**config.mk**
```make
export PLATFORM = sky130hd
export DESIGN_NAME = response_ratio_preemptive_scheduler
export DESIGN_NICKNAME = d
export VERILOG_FILES = /design/src/hdl/rrps_pkg.sv /design/src/hdl/rrps_slot_mem.sv /design/src/hdl/rrps_mul.sv /design/src/hdl/response_ratio_preemptive_scheduler.sv
export SDC_FILE = /design/constraint.sdc
export NUM_CORES = 2
export LEC_CHECK = 0
export ABC_CLOCK_PERIOD_IN_PS = 28800
export BUFFER_PORTS_ARGS = -buffer_cell sky130_fd_sc_hd__buf_2
export CORE_ASPECT_RATIO = 1.5
export CORE_UTILIZATION = 60
export DETAILED_ROUTE_END_ITERATION = 10
export PLACE_DENSITY_LB_ADDON = 0.3
export SLEW_MARGIN = 25
export SYNTH_ARGS = -nofsm -noshare
export SYNTH_HDL_FRONTEND = slang
export SYNTH_SLANG_ARGS = --single-unit
```
**constraint.sdc**
```tcl
create_clock -name clk -period 28.8 [get_ports clk]
set_input_delay 2.88 -clock clk [delete_from_list [all_inputs] [get_ports clk]]
set_output_delay 2.88 -clock clk [all_outputs]
set_load 0.005 [all_outputs]
```
**src/hdl/rrps_pkg.sv**
```systemverilog
package rrps_pkg;

	localparam int SLOTS       = 16;
	localparam int IDX_BITS    = $clog2(SLOTS);
	localparam int TAG_BITS    = 8;
	localparam int LENGTH_BITS = 16;
	localparam int TIME_BITS   = 32;
	localparam int SEQ_BITS    = 32;
	localparam int TURN_BITS   = 32;
	localparam int STATUS_BITS = 3;
	localparam int PROD_BITS   = TIME_BITS + LENGTH_BITS;

	// Stream payload widths, already whole bytes.
	localparam int IN_DATA_BITS  = TAG_BITS + LENGTH_BITS;
	localparam int OUT_DATA_BITS = TAG_BITS + TURN_BITS;

	localparam logic [STATUS_BITS-1:0] ST_ADMITTED = 3'd0;
	localparam logic [STATUS_BITS-1:0] ST_FULL     = 3'd1;
	localparam logic [STATUS_BITS-1:0] ST_RAN      = 3'd2;
	localparam logic [STATUS_BITS-1:0] ST_DONE     = 3'd3;
	localparam logic [STATUS_BITS-1:0] ST_IDLE     = 3'd4;

	localparam logic MODE_ADMIT = 1'b0;

	typedef struct packed {
		logic [TAG_BITS-1:0]    tag;
		logic [LENGTH_BITS-1:0] length;
		logic [LENGTH_BITS-1:0] executed;
		logic [TIME_BITS-1:0]   waited;
		logic [TIME_BITS-1:0]   admit_time;
		logic [SEQ_BITS-1:0]    seq_num;
	} slot_t;

endpackage

```
**src/hdl/rrps_slot_mem.sv**
```systemverilog
module rrps_slot_mem
	import rrps_pkg::*;
(
	input  logic                clk,
	input  logic                wr_en,
	input  logic [IDX_BITS-1:0] wr_addr,
	input  slot_t               wr_data,
	input  logic [IDX_BITS-1:0] rd_addr,
	output slot_t               rd_data
);

	slot_t mem_q [SLOTS];
	slot_t rd_data_q;

	always_ff @(posedge clk) begin
		if (wr_en) begin
			mem_q[wr_addr] <= wr_data;
		end
		rd_data_q <= mem_q[rd_addr];
	end

	assign rd_data = rd_data_q;

endmodule

```
**src/hdl/rrps_mul.sv**
```systemverilog
module rrps_mul
	import rrps_pkg::*;
(
	input  logic                   clk,
	input  logic [TIME_BITS-1:0]   a,
	input  logic [LENGTH_BITS-1:0] b,
	output logic [PROD_BITS-1:0]   product
);

	logic [PROD_BITS-1:0] product_q;

	always_ff @(posedge clk) begin
		product_q <= PROD_BITS'(a) * PROD_BITS'(b);
	end

	assign product = product_q;

endmodule

```
**src/hdl/response_ratio_preemptive_scheduler.sv**
```systemverilog
// Preemptive highest-response-ratio-next scheduler over a table of 16 jobs. Each input item
// gives exactly one result item. An admit item passes through S_ADM and S_OUT; its result
// is loaded into the output register as the block returns to idle, so the result becomes
// valid in the same cycle that the input is ready again. A tick scans the table with one
// shared 32x16 multiplier. An empty slot passes through read and advance, the first occupied
// slot through read, a multiply and advance, and every further occupied slot through read,
// two multiplies, compare and advance. If any slot is occupied, a second pass then updates
// the waiting counts, visiting S_URD for an empty slot and S_URD and S_UWR for a full one.
// The input is not ready while an item is being worked on. A finished result waits in the
// output register, so the next item can be taken before the result is collected.
module response_ratio_preemptive_scheduler
	import rrps_pkg::*;
(
	input  logic                     clk,
	input  logic                     arst_n,
	input  logic                     s_tvalid,
	output logic                     s_tready,
	input  logic [IN_DATA_BITS-1:0]  s_tdata,   // job_tag, run_length
	input  logic [0:0]               s_tuser,   // mode
	output logic                     m_tvalid,
	input  logic                     m_tready,
	output logic [OUT_DATA_BITS-1:0] m_tdata,   // chosen_tag, turnaround
	output logic [STATUS_BITS-1:0]   m_tuser    // status
);

	localparam logic [3:0] S_IDLE  = 4'd0;
	localparam logic [3:0] S_ADM   = 4'd1;
	localparam logic [3:0] S_RD    = 4'd2;
	localparam logic [3:0] S_MUL1  = 4'd3;
	localparam logic [3:0] S_MUL2  = 4'd4;
	localparam logic [3:0] S_CMP   = 4'd5;
	localparam logic [3:0] S_NEXT  = 4'd6;
	localparam logic [3:0] S_URD   = 4'd7;
	localparam logic [3:0] S_UWR   = 4'd8;
	localparam logic [3:0] S_OUT   = 4'd9;

	logic [3:0]             state_q;
	logic [SLOTS-1:0]       valid_q;
	logic [IDX_BITS-1:0]    idx_q;
	logic [IDX_BITS-1:0]    best_idx_q;
	logic                   have_best_q;
	logic [TIME_BITS-1:0]   best_w_q;
	logic [LENGTH_BITS-1:0] best_len_q;
	logic [SEQ_BITS-1:0]    best_age_q;
	logic [SEQ_BITS-1:0]    age_q;
	logic [PROD_BITS-1:0]   pa_q;
	logic [TIME_BITS-1:0]   time_q;
	logic [SEQ_BITS-1:0]    admit_cnt_q;
	logic [TAG_BITS-1:0]    tag_q;
	logic [LENGTH_BITS-1:0] len_q;

	logic [STATUS_BITS-1:0] res_status_q;
	logic [TAG_BITS-1:0]    res_tag_q;
	logic [TURN_BITS-1:0]   res_turn_q;
	logic                   m_valid_q;
	logic [STATUS_BITS-1:0] m_status_q;
	logic [TAG_BITS-1:0]    m_tag_q;
	logic [TURN_BITS-1:0]   m_turn_q;

	logic                   free_found;
	logic [IDX_BITS-1:0]    free_idx;
	logic                   mem_wr_en;
	logic [IDX_BITS-1:0]    mem_wr_addr;
	slot_t                  mem_wr_data;
	slot_t                  rd_data;
	logic [TIME_BITS-1:0]   mul_a;
	logic [LENGTH_BITS-1:0] mul_b;
	logic [PROD_BITS-1:0]   product;
	logic                   beats;
	logic                   last_idx;
	logic [LENGTH_BITS-1:0] exec_inc;
	logic [TIME_BITS-1:0]   turn_full;

	rrps_slot_mem u_mem (
		.clk     (clk),
		.wr_en   (mem_wr_en),
		.wr_addr (mem_wr_addr),
		.wr_data (mem_wr_data),
		.rd_addr (idx_q),
		.rd_data (rd_data)
	);

	rrps_mul u_mul (
		.clk     (clk),
		.a       (mul_a),
		.b       (mul_b),
		.product (product)
	);

	// Lowest free slot.
	always_comb begin
		free_found = 1'b0;
		free_idx   = '0;
		for (int i = SLOTS - 1; i >= 0; i--) begin
			if (!valid_q[i]) begin
				free_found = 1'b1;
				free_idx   = IDX_BITS'(i);
			end
		end
	end

	assign last_idx  = (idx_q == IDX_BITS'(SLOTS - 1));
	assign exec_inc  = rd_data.executed + LENGTH_BITS'(1);
	assign turn_full = time_q + TIME_BITS'(1) - rd_data.admit_time;

	// The first multiply forms waited(slot) * length(best), the second waited(best) * length(slot).
	assign mul_a = (state_q == S_MUL1) ? rd_data.waited : best_w_q;
	assign mul_b = (state_q == S_MUL1) ? best_len_q : rd_data.length;

	// Higher ratio wins, then less waiting, then the older admission.
	always_comb begin
		if (pa_q != product) begin
			beats = (pa_q > product);
		end else if (rd_data.waited != best_w_q) begin
			beats = (rd_data.waited < best_w_q);
		end else begin
			beats = (age_q > best_age_q);
		end
	end

	always_comb begin
		mem_wr_en   = 1'b0;
		mem_wr_addr = idx_q;
		mem_wr_data = rd_data;
		case (state_q)
			S_ADM: begin
				mem_wr_en              = free_found;
				mem_wr_addr            = free_idx;
				mem_wr_data.tag        = tag_q;
				mem_wr_data.length     = (len_q == '0) ? LENGTH_BITS'(1) : len_q;
				mem_wr_data.executed   = '0;
				mem_wr_data.waited     = '0;
				mem_wr_data.admit_time = time_q;
				mem_wr_data.seq_num    = admit_cnt_q;
			end
			S_UWR: begin
				mem_wr_en = 1'b1;
				if (idx_q == best_idx_q) begin
					mem_wr_data.executed = exec_inc;
				end else if (rd_data.waited != '1) begin
					mem_wr_data.waited = rd_data.waited + TIME_BITS'(1);
				end
			end
			default: begin
				mem_wr_en = 1'b0;
			end
		endcase
	end

	always_ff @(posedge clk or negedge arst_n) begin
		if (!arst_n) begin
			state_q     <= S_IDLE;
			valid_q     <= '0;
			idx_q       <= '0;
			have_best_q <= 1'b0;
			time_q      <= '0;
			admit_cnt_q <= '0;
			m_valid_q   <= 1'b0;
		end else begin
			// In S_OUT the output register is reloaded below instead.
			if (m_valid_q && m_tready && state_q != S_OUT) begin
				m_valid_q <= 1'b0;
			end
			case (state_q)
				S_IDLE: begin
					if (s_tvalid) begin
						tag_q       <= s_tdata[TAG_BITS-1:0];
						len_q       <= s_tdata[TAG_BITS +: LENGTH_BITS];
						idx_q       <= '0;
						have_best_q <= 1'b0;
						state_q     <= (s_tuser[0] == MODE_ADMIT) ? S_ADM : S_RD;
					end
				end
				S_ADM: begin
					res_tag_q  <= tag_q;
					res_turn_q <= '0;
					if (free_found) begin
						valid_q[free_idx] <= 1'b1;
						admit_cnt_q       <= admit_cnt_q + SEQ_BITS'(1);
						res_status_q      <= ST_ADMITTED;
					end else begin
						res_status_q <= ST_FULL;
					end
					state_q <= S_OUT;
				end
				S_RD: begin
					state_q <= valid_q[idx_q] ? S_MUL1 : S_NEXT;
				end
				S_MUL1: begin
					age_q <= admit_cnt_q - rd_data.seq_num;
					if (!have_best_q) begin
						have_best_q <= 1'b1;
						best_idx_q  <= idx_q;
						best_w_q    <= rd_data.waited;
						best_len_q  <= rd_data.length;
						best_age_q  <= admit_cnt_q - rd_data.seq_num;
						state_q     <= S_NEXT;
					end else begin
						state_q <= S_MUL2;
					end
				end
				S_MUL2: begin
					pa_q    <= product;
					state_q <= S_CMP;
				end
				S_CMP: begin
					if (beats) begin
						best_idx_q <= idx_q;
						best_w_q   <= rd_data.waited;
						best_len_q <= rd_data.length;
						best_age_q <= age_q;
					end
					state_q <= S_NEXT;
				end
				S_NEXT: begin
					if (!last_idx) begin
						idx_q   <= idx_q + IDX_BITS'(1);
						state_q <= S_RD;
					end else if (have_best_q) begin
						idx_q   <= '0;
						state_q <= S_URD;
					end else begin
						res_status_q <= ST_IDLE;
						res_tag_q    <= '0;
						res_turn_q   <= '0;
						time_q       <= time_q + TIME_BITS'(1);
						state_q      <= S_OUT;
					end
				end
				S_URD: begin
					if (valid_q[idx_q]) begin
						state_q <= S_UWR;
					end else if (last_idx) begin
						time_q  <= time_q + TIME_BITS'(1);
						state_q <= S_OUT;
					end else begin
						idx_q <= idx_q + IDX_BITS'(1);
					end
				end
				S_UWR: begin
					if (idx_q == best_idx_q) begin
						res_tag_q <= rd_data.tag;
						if (exec_inc == rd_data.length) begin
							valid_q[idx_q] <= 1'b0;
							res_status_q   <= ST_DONE;
							res_turn_q     <= TURN_BITS'(turn_full);
						end else begin
							res_status_q <= ST_RAN;
							res_turn_q   <= '0;
						end
					end
					if (last_idx) begin
						time_q  <= time_q + TIME_BITS'(1);
						state_q <= S_OUT;
					end else begin
						idx_q   <= idx_q + IDX_BITS'(1);
						state_q <= S_URD;
					end
				end
				S_OUT: begin
					if (!m_valid_q || m_tready) begin
						m_valid_q  <= 1'b1;
						m_status_q <= res_status_q;
						m_tag_q    <= res_tag_q;
						m_turn_q   <= res_turn_q;
						state_q    <= S_IDLE;
					end
				end
				default: begin
					state_q <= S_IDLE;
				end
			endcase
		end
	end

	assign s_tready = (state_q == S_IDLE);
	assign m_tvalid = m_valid_q;
	assign m_tdata  = {m_turn_q, m_tag_q};
	assign m_tuser  = m_status_q;

endmodule

```
# Word-level counts from Yosys, hierarchy flattened
# Memories as Yosys holds them, arrays and structs flattened. A register that Yosys moved wholly into a read port is not among the register bits.
# Cells that the tools add are included.
[totals]
out_inout_bits = 45
n_memories = 1
ff_bits = 412
elab_cells = 206
inputBits = 29
ram_bits = 2176
[classes]
mul = 1
n_addsub = 7
n_bitwise = 3
n_eq_ne = 28
order_cmp = 7
n_mux = 111
reduce_logical = 26
[mem_list]
columns = ["memory", "depth", "width", "read_ports", "rd_ports_with_merged_regs", "wr", "line_no", "source"]
rows = [
  ["u_mem.mem_q", 16, 136, 1, 1, 1, "rrps_slot_mem.sv:12", "slot_t mem_q [SLOTS];"],
]
[op_table]
columns = ["cell", "count"]
rows = [
  ["32-bit two-way mux", 15],
  ["32-bit one-hot mux with 3 select lines", 2],
  ["16-bit two-way mux", 8],
  ["32-bit one-hot mux with 2 select lines", 2],
  ["4-bit two-way mux", 31],
  ["32-bit by 1-bit adder with 32-bit output, second input constant", 3],
  ["48-bit one-hot mux with 2 select lines", 1],
  ["64-bit two-way mux", 1],
  ["16-bit one-hot mux with 2 select lines", 2],
  ["32-bit subtractor", 2],
  ["48-bit > comparator", 1],
  ["32-bit by 16-bit multiplier with 48-bit output", 1],
  ["48-bit != test", 1],
  ["4-bit one-hot mux with 10 select lines", 1],
  ["32-bit > comparator", 1],
  ["32-bit < comparator", 1],
  ["32-bit != test", 1],
  ["32-bit != test, second input constant", 1],
  ["1-bit two-way mux", 29],
  ["24-bit two-way mux", 1],
  ["8-bit two-way mux", 3],
  ["8-bit one-hot mux with 3 select lines", 1],
  ["2-bit != test, second input constant", 10],
  ["16-bit by 1-bit adder with 16-bit output, second input constant", 1],
  ["other kinds (34)", 63],
]

# Depth between registers and ports, before layout
[logic_depth]
ltp_word = 23
depth_mapped = 30
depth_no_buf = 27

# Cells and area by module
# From an unflattened synthesis, not the netlist that was laid out.
[unflattened]
hier_cells = 7934
hier_area_um2 = 125021.2
[by_module_without_submodules]
columns = ["module", "area_each_um2", "instances", "cells_per_inst", "seq_area_each_um2"]
rows = [
  ["rrps_slot_mem", 84347.1, 1, 3548, 68065.3],
  ["response_ratio_preemptive_scheduler", 23363.7, 1, 2442, 10480.1],
  ["rrps_mul", 17310.4, 1, 1944, 960.9],
]

# Worst setup path before layout
# Ideal clock, no wire load.
[synth_path]
kind = "reg-to-reg"
startpoint = "reg idx_q[0]"
endpoint = "mem u_mem.mem_q[13][0] in the netlist's numbering (enable)"
setup_ns = 0.832
n_path_buf = 4
arrival_ns = 11.756
t_required_ns = 27.968
period_less_slack_ns = 12.588
stages_incl_launch_ff = 7
setup_slack_ns = 16.212
cell_sequence = "dfrtp_1 clkbuf_1 buf_2 clkbuf_1 clkbuf_1 nand2_1 a211oi_1"
[synth_between]
elab_chain_cells = 1
[synth_rtl]
columns = ["item", "line_no", "source"]
rows = [
  ["from (decl)", "response_ratio_preemptive_scheduler.sv:39", "logic [IDX_BITS-1:0] idx_q;"],
  ["from (signal assigned)", "response_ratio_preemptive_scheduler.sv:217", "idx_q <= idx_q + IDX_BITS'(1);"],
  ["from (signal assigned)", "response_ratio_preemptive_scheduler.sv:237", "idx_q <= idx_q + IDX_BITS'(1);"],
  ["from (signal assigned)", "response_ratio_preemptive_scheduler.sv:256", "idx_q <= idx_q + IDX_BITS'(1);"],
  ["4-bit two-way mux", "response_ratio_preemptive_scheduler.sv:125", "case (state_q)"],
  ["to (decl)", "rrps_slot_mem.sv:12", ""],
]
# No other way between the ends.

# Worst setup path in the final report
[layout_path]
startpoint = "reg state_q[3]"
endpoint = "reg u_mul.product_q[45] (netlist: u_mul.product[45])"
[layout_between]
elab_chain_cells = 3
word_cells_on_any_way = 4
cone_classes = "mul: 1; eq/ne: 1; mux: 2"
[layout_rtl]
columns = ["item", "line_no", "source"]
rows = [
  ["from (decl)", "response_ratio_preemptive_scheduler.sv:37", "logic [3:0] state_q;"],
  ["from (signal assigned)", "response_ratio_preemptive_scheduler.sv:171", "state_q <= (s_tuser[0] == MODE_ADMIT) ? S_ADM : S_RD;"],
  ["from (signal assigned)", "response_ratio_preemptive_scheduler.sv:187", "state_q <= valid_q[idx_q] ? S_MUL1 : S_NEXT;"],
  ["4-bit by 2-bit == test with 1-bit output (*)", "response_ratio_preemptive_scheduler.sv:107, response_ratio_preemptive_scheduler.sv:108", ""],
  ["32-bit two-way mux or 16-bit two-way mux (tied branches)", "response_ratio_preemptive_scheduler.sv:107, response_ratio_preemptive_scheduler.sv:108", ""],
  ["32-bit by 16-bit multiplier with 48-bit output (*)", "rrps_mul.sv:13", "product_q <= PROD_BITS'(a) * PROD_BITS'(b);"],
  ["to (signal assigned)", "rrps_mul.sv:13", ""],
  ["to (decl)", "rrps_mul.sv:10", "logic [PROD_BITS-1:0] product_q;"],
]
# Every way passes the cells marked *; elsewhere a longest branch is shown, timed or not.
# A chain may end at the register's enable or synchronous reset.

==> summary.txt <==
Cells and area
  • Final std cells w/o fill: 10600
  • Synth-to-Final Area Change: 10.3%
  • Layout net count: 8464
  • Share of layout cells above drive strength 1: 0.190
  • FILL cells: 13200

Floorplan
  • IO Count: 74
  • Die H: 559 um
  • Die Width: 373 um
  • Die Area: 0.208 mm2
  • Total core area: 0.204 mm2
  • Initial Utilization: 0.606
  • # rows: 203

Clock tree
  • CTS root buf: clkbuf_16
  • Worst-path clk slew: 0.07 ns
  • Skew-Pair Late Insertion Delay: 0.90 ns
  • Postcts setup bufs: 0
  • Clock sinks: 2724
  • TritonCTS clock tree: built
  • CTS H-tree lvls: 4
  • Clk buf depth: 4
  • Hold_buf cts: 0
  • Resize count post-CTS: 0
  • Total CTS buffers: 237

Yosys
  • Post-synthesis sequential area ratio: 0.642
  • Mapped Nets: 8204
  • Top-area cell type share of the netlist area: 0.594
  • Asr flop ratio synth: 0.0330
  • Syn. warnings: 0
  • Synth unique cells: 88
  • Post-Synthesis Cells: 7453
  • FF+latch count, synth: 2724
  • Avg Inst Size Synth: 16.6 um2
  • Area of the mapped netlist: 0.124 mm2
  • Area leader, netlist: edfxtp_1
  • Ys flop type: edfxtp_1
  • Main area contributors after synthesis: edfxtp_1 59%, mux4_2 12%, fa_1 6.8%
  • Count leader, synth: edfxtp_1
  • Top cells by count, synth: 2450 x edfxtp_1, 719 x nand2_1, 685 x mux4_2, 643 x inv_1, 420 x fa_1
  • EDFF count, synth: 2450

Critical path
  • Arrival @ worst endpoint: 9.86 ns
  • CP peak stage delay: 0.88 ns
  • WP data required: 29.59 ns
  • Crit start category: flip-flop
  • Slowest cell on crit path: nand2_1
  • WP buf/inv: 4
  • Cell mode on critical path: fa_1
  • CP Max Fanout: 52
  • WS Path Type: flip-flop to flip-flop
  • CP Capture Type: flip-flop
  • Cell family with most CP delay: adder cells

Placement
  • IO buf count: 73
  • Placed Instances: 10100
  • Routability congestion estimate: 0.986
  • Place WS: 19.98 ns
  • DP HPWL: 183000 um

Timing
  • Final slew viol count: 0
  • Max frequency: 0.110 GHz
  • Hold Vio Cnt, Final: 0
  • Final setup viols: 0
  • Clock Skews: 0.0776 ns
  • RSZ-0062 raised after global routing: no
  • Headroom to the max-slew limit: 0.214
  • Worst Tran Pin Value: 1.17 ns
  • Hold Worst Slack: 0.419 ns
  • Setup_tns: 0 ns
  • Final setup margin: 19.73 ns
  • Fin crit share: 0.315
  • Clock period minus worst slack: 9.07 ns

GRT
  • Vias in the first global route: 71200
  • Final global-route overflow total: 0
  • Initial antenna violation count: 9
  • All-Layer GR Usage: 0.297
  • Global-route wire length before repair: 455000 um
  • Largest net degree at the start of global routing: 112

Drt
  • Vias per Instance: 6.46
  • First DRT Iteration DRCs: 7493
  • Via count: 68300
  • Final wirelength: 306000 um
  • Routed WL per cell: 29.0 um
  • Detail Route Antenna Nets: 0
  • Post-route DRC violation count: 0
  • DR pass1 iterations: 6

Power
  • Worst vdd ir: 0.0617 mV
  • Pleak: 43.0 nW
  • Pwr Density: 54.9 mW/mm2

Min path
  • Min-Delay Path Class: flip-flop to flip-flop

Status
  • Status: finished clean

Job
  • Maxcap violations: 0
[worst paths after layout]
check	slack (ns)	depth (start not counted)	endpoint	startpoint
max	19.73	25	u_mul.product[45]$_DFF_P_	state_q[3]$_DFFE_PN0P_
min	0.42	0	m_turn_q[20]$_DFFE_PP_	res_turn_q[20]$_SDFFCE_PN0P_
max reg2reg	19.73	25	u_mul.product[45]$_DFF_P_	state_q[3]$_DFFE_PN0P_
min reg2reg	0.42	0	m_turn_q[20]$_DFFE_PP_	res_turn_q[20]$_SDFFCE_PN0P_
max in group asynchronous	25.37	2	idx_q[1]$_DFFE_PN0P_	arst_n
min in group asynchronous	2.11	1	time_q[29]$_DFFE_PN0P_	arst_n
[flip-flops by register name, summed over array words and instances (netlist names), 32 cells and up]
register / count
best_age_q: 32
u_mem.mem_q: 2176
m_turn_q: 32
res_turn_q: 32
pa_q: 48
time_q: 32
u_mem.rd_data: 136
admit_cnt_q: 32
u_mul.product: 48
best_w_q: 32
age_q: 32
[logic make-up (layout without fill, tap and decap cells)]
| logic type | count (synthesis) | after routing | share of synthesized area |
|---|---|---|---|
| DFF | 2724 | 2724 | 0.642 |
| and+or+nand+nor | 1453 | 1453 | 0.0518 |
| buffers and inverters | 934 | 1391 | 0.0286 |
| muxes | 785 | 785 | 0.133 |
| adders and majority gates | 722 | 722 | 0.0984 |
| AOI/OAI and AO/OA | 620 | 620 | 0.0312 |
| xor gates and xnor gates | 215 | 215 | 0.0154 |
| other | 0 | 3 | 0 |
[routing by layer]
metal | vias to the layer above | track usage | wire, um | part of all wire
li1 | 28400 | - | - | -
met1 | 35500 | 0.378 | 111000 | 0.36
met2 | 3639 | 0.511 | 156000 | 0.51
met3 | 765 | 0.0422 | 24100 | 0.079
met4 | 0 | 0.134 | 15600 | 0.051
met5 | - | 0 | 0 | 0
[cells in the final DEF (no fill, tap or decap), drive strengths merged, types with 184 or more instances in the layout]
| master | netlist | layout |
|---|---|---|
| o21ai | 220 | 220 |
| ha | 302 | 302 |
| mux4 | 685 | 685 |
| clkbuf | 187 | 292 |
| fa | 420 | 420 |
| dfxtp | 184 | 184 |
| buf | 103 | 311 |
| edfxtp | 2450 | 2450 |
| nand2 | 720 | 720 |
| inv | 643 | 654 |
| nor2 | 333 | 333 |
[final cells by class]
cell class	instances	area (um2)	area share
antenna	3	7.51	0.0000549
sequential	2724	79500	0.582
tap	2665	3330	0.0244
clock buffer	292	6370	0.0466
timing repair buffer	311	2230	0.0163
multi-input combinational	3795	41200	0.302
inverter	644	2420	0.0177
clock inverter	144	1560	0.0114
[worst reg2reg max path: stages (launching register included)]
cell,delay (ns)
dfrtp_1,0.72
or3_4,0.39
buf_4,0.68
nand2_1,0.24
nand2_1,0.88
nand2_1,0.23
fa_1,0.58
inv_1,0.06
fa_1,0.55
fa_1,0.44
fa_1,0.46
fa_1,0.50
inv_1,0.05
fa_1,0.48
inv_1,0.04
ha_1,0.35
nand2_1,0.07
a21oi_1,0.14
nand2b_1,0.12
o311a_1,0.27
a31oi_1,0.16
o31a_1,0.34
o21ai_1,0.48
a221oi_2,0.20
o41ai_1,0.36
xor2_1,0.18
[through the flow]
| step | power (W) | cell area, um2 | util |
|---|---|---|---|
| after floorplan | 0.00433 | 124000 | - |
| after global placement | 0.00433 | 129000 | 0.629 |
| after detailed placement | 0.00433 | 129000 | 0.629 |
| after CTS | 0.00754 | 137000 | 0.668 |
| after global routing | 0.00767 | 137000 | 0.668 |
| final | 0.00751 | 137000 | 0.668 |
[report_power, final]
| part | internal [W] | total [W] | leakage, nW | switching (W) |
|---|---|---|---|---|
| clock | 0.00183 | 0.00326 | 3.86 | 0.00143 |
| combinational | 0.00000162 | 0.00000619 | 21.7 | 0.00000455 |
| sequential | 0.00424 | 0.00424 | 17.5 | 0.0000000000000000000138 |
(Power assumes the default switching activity.)
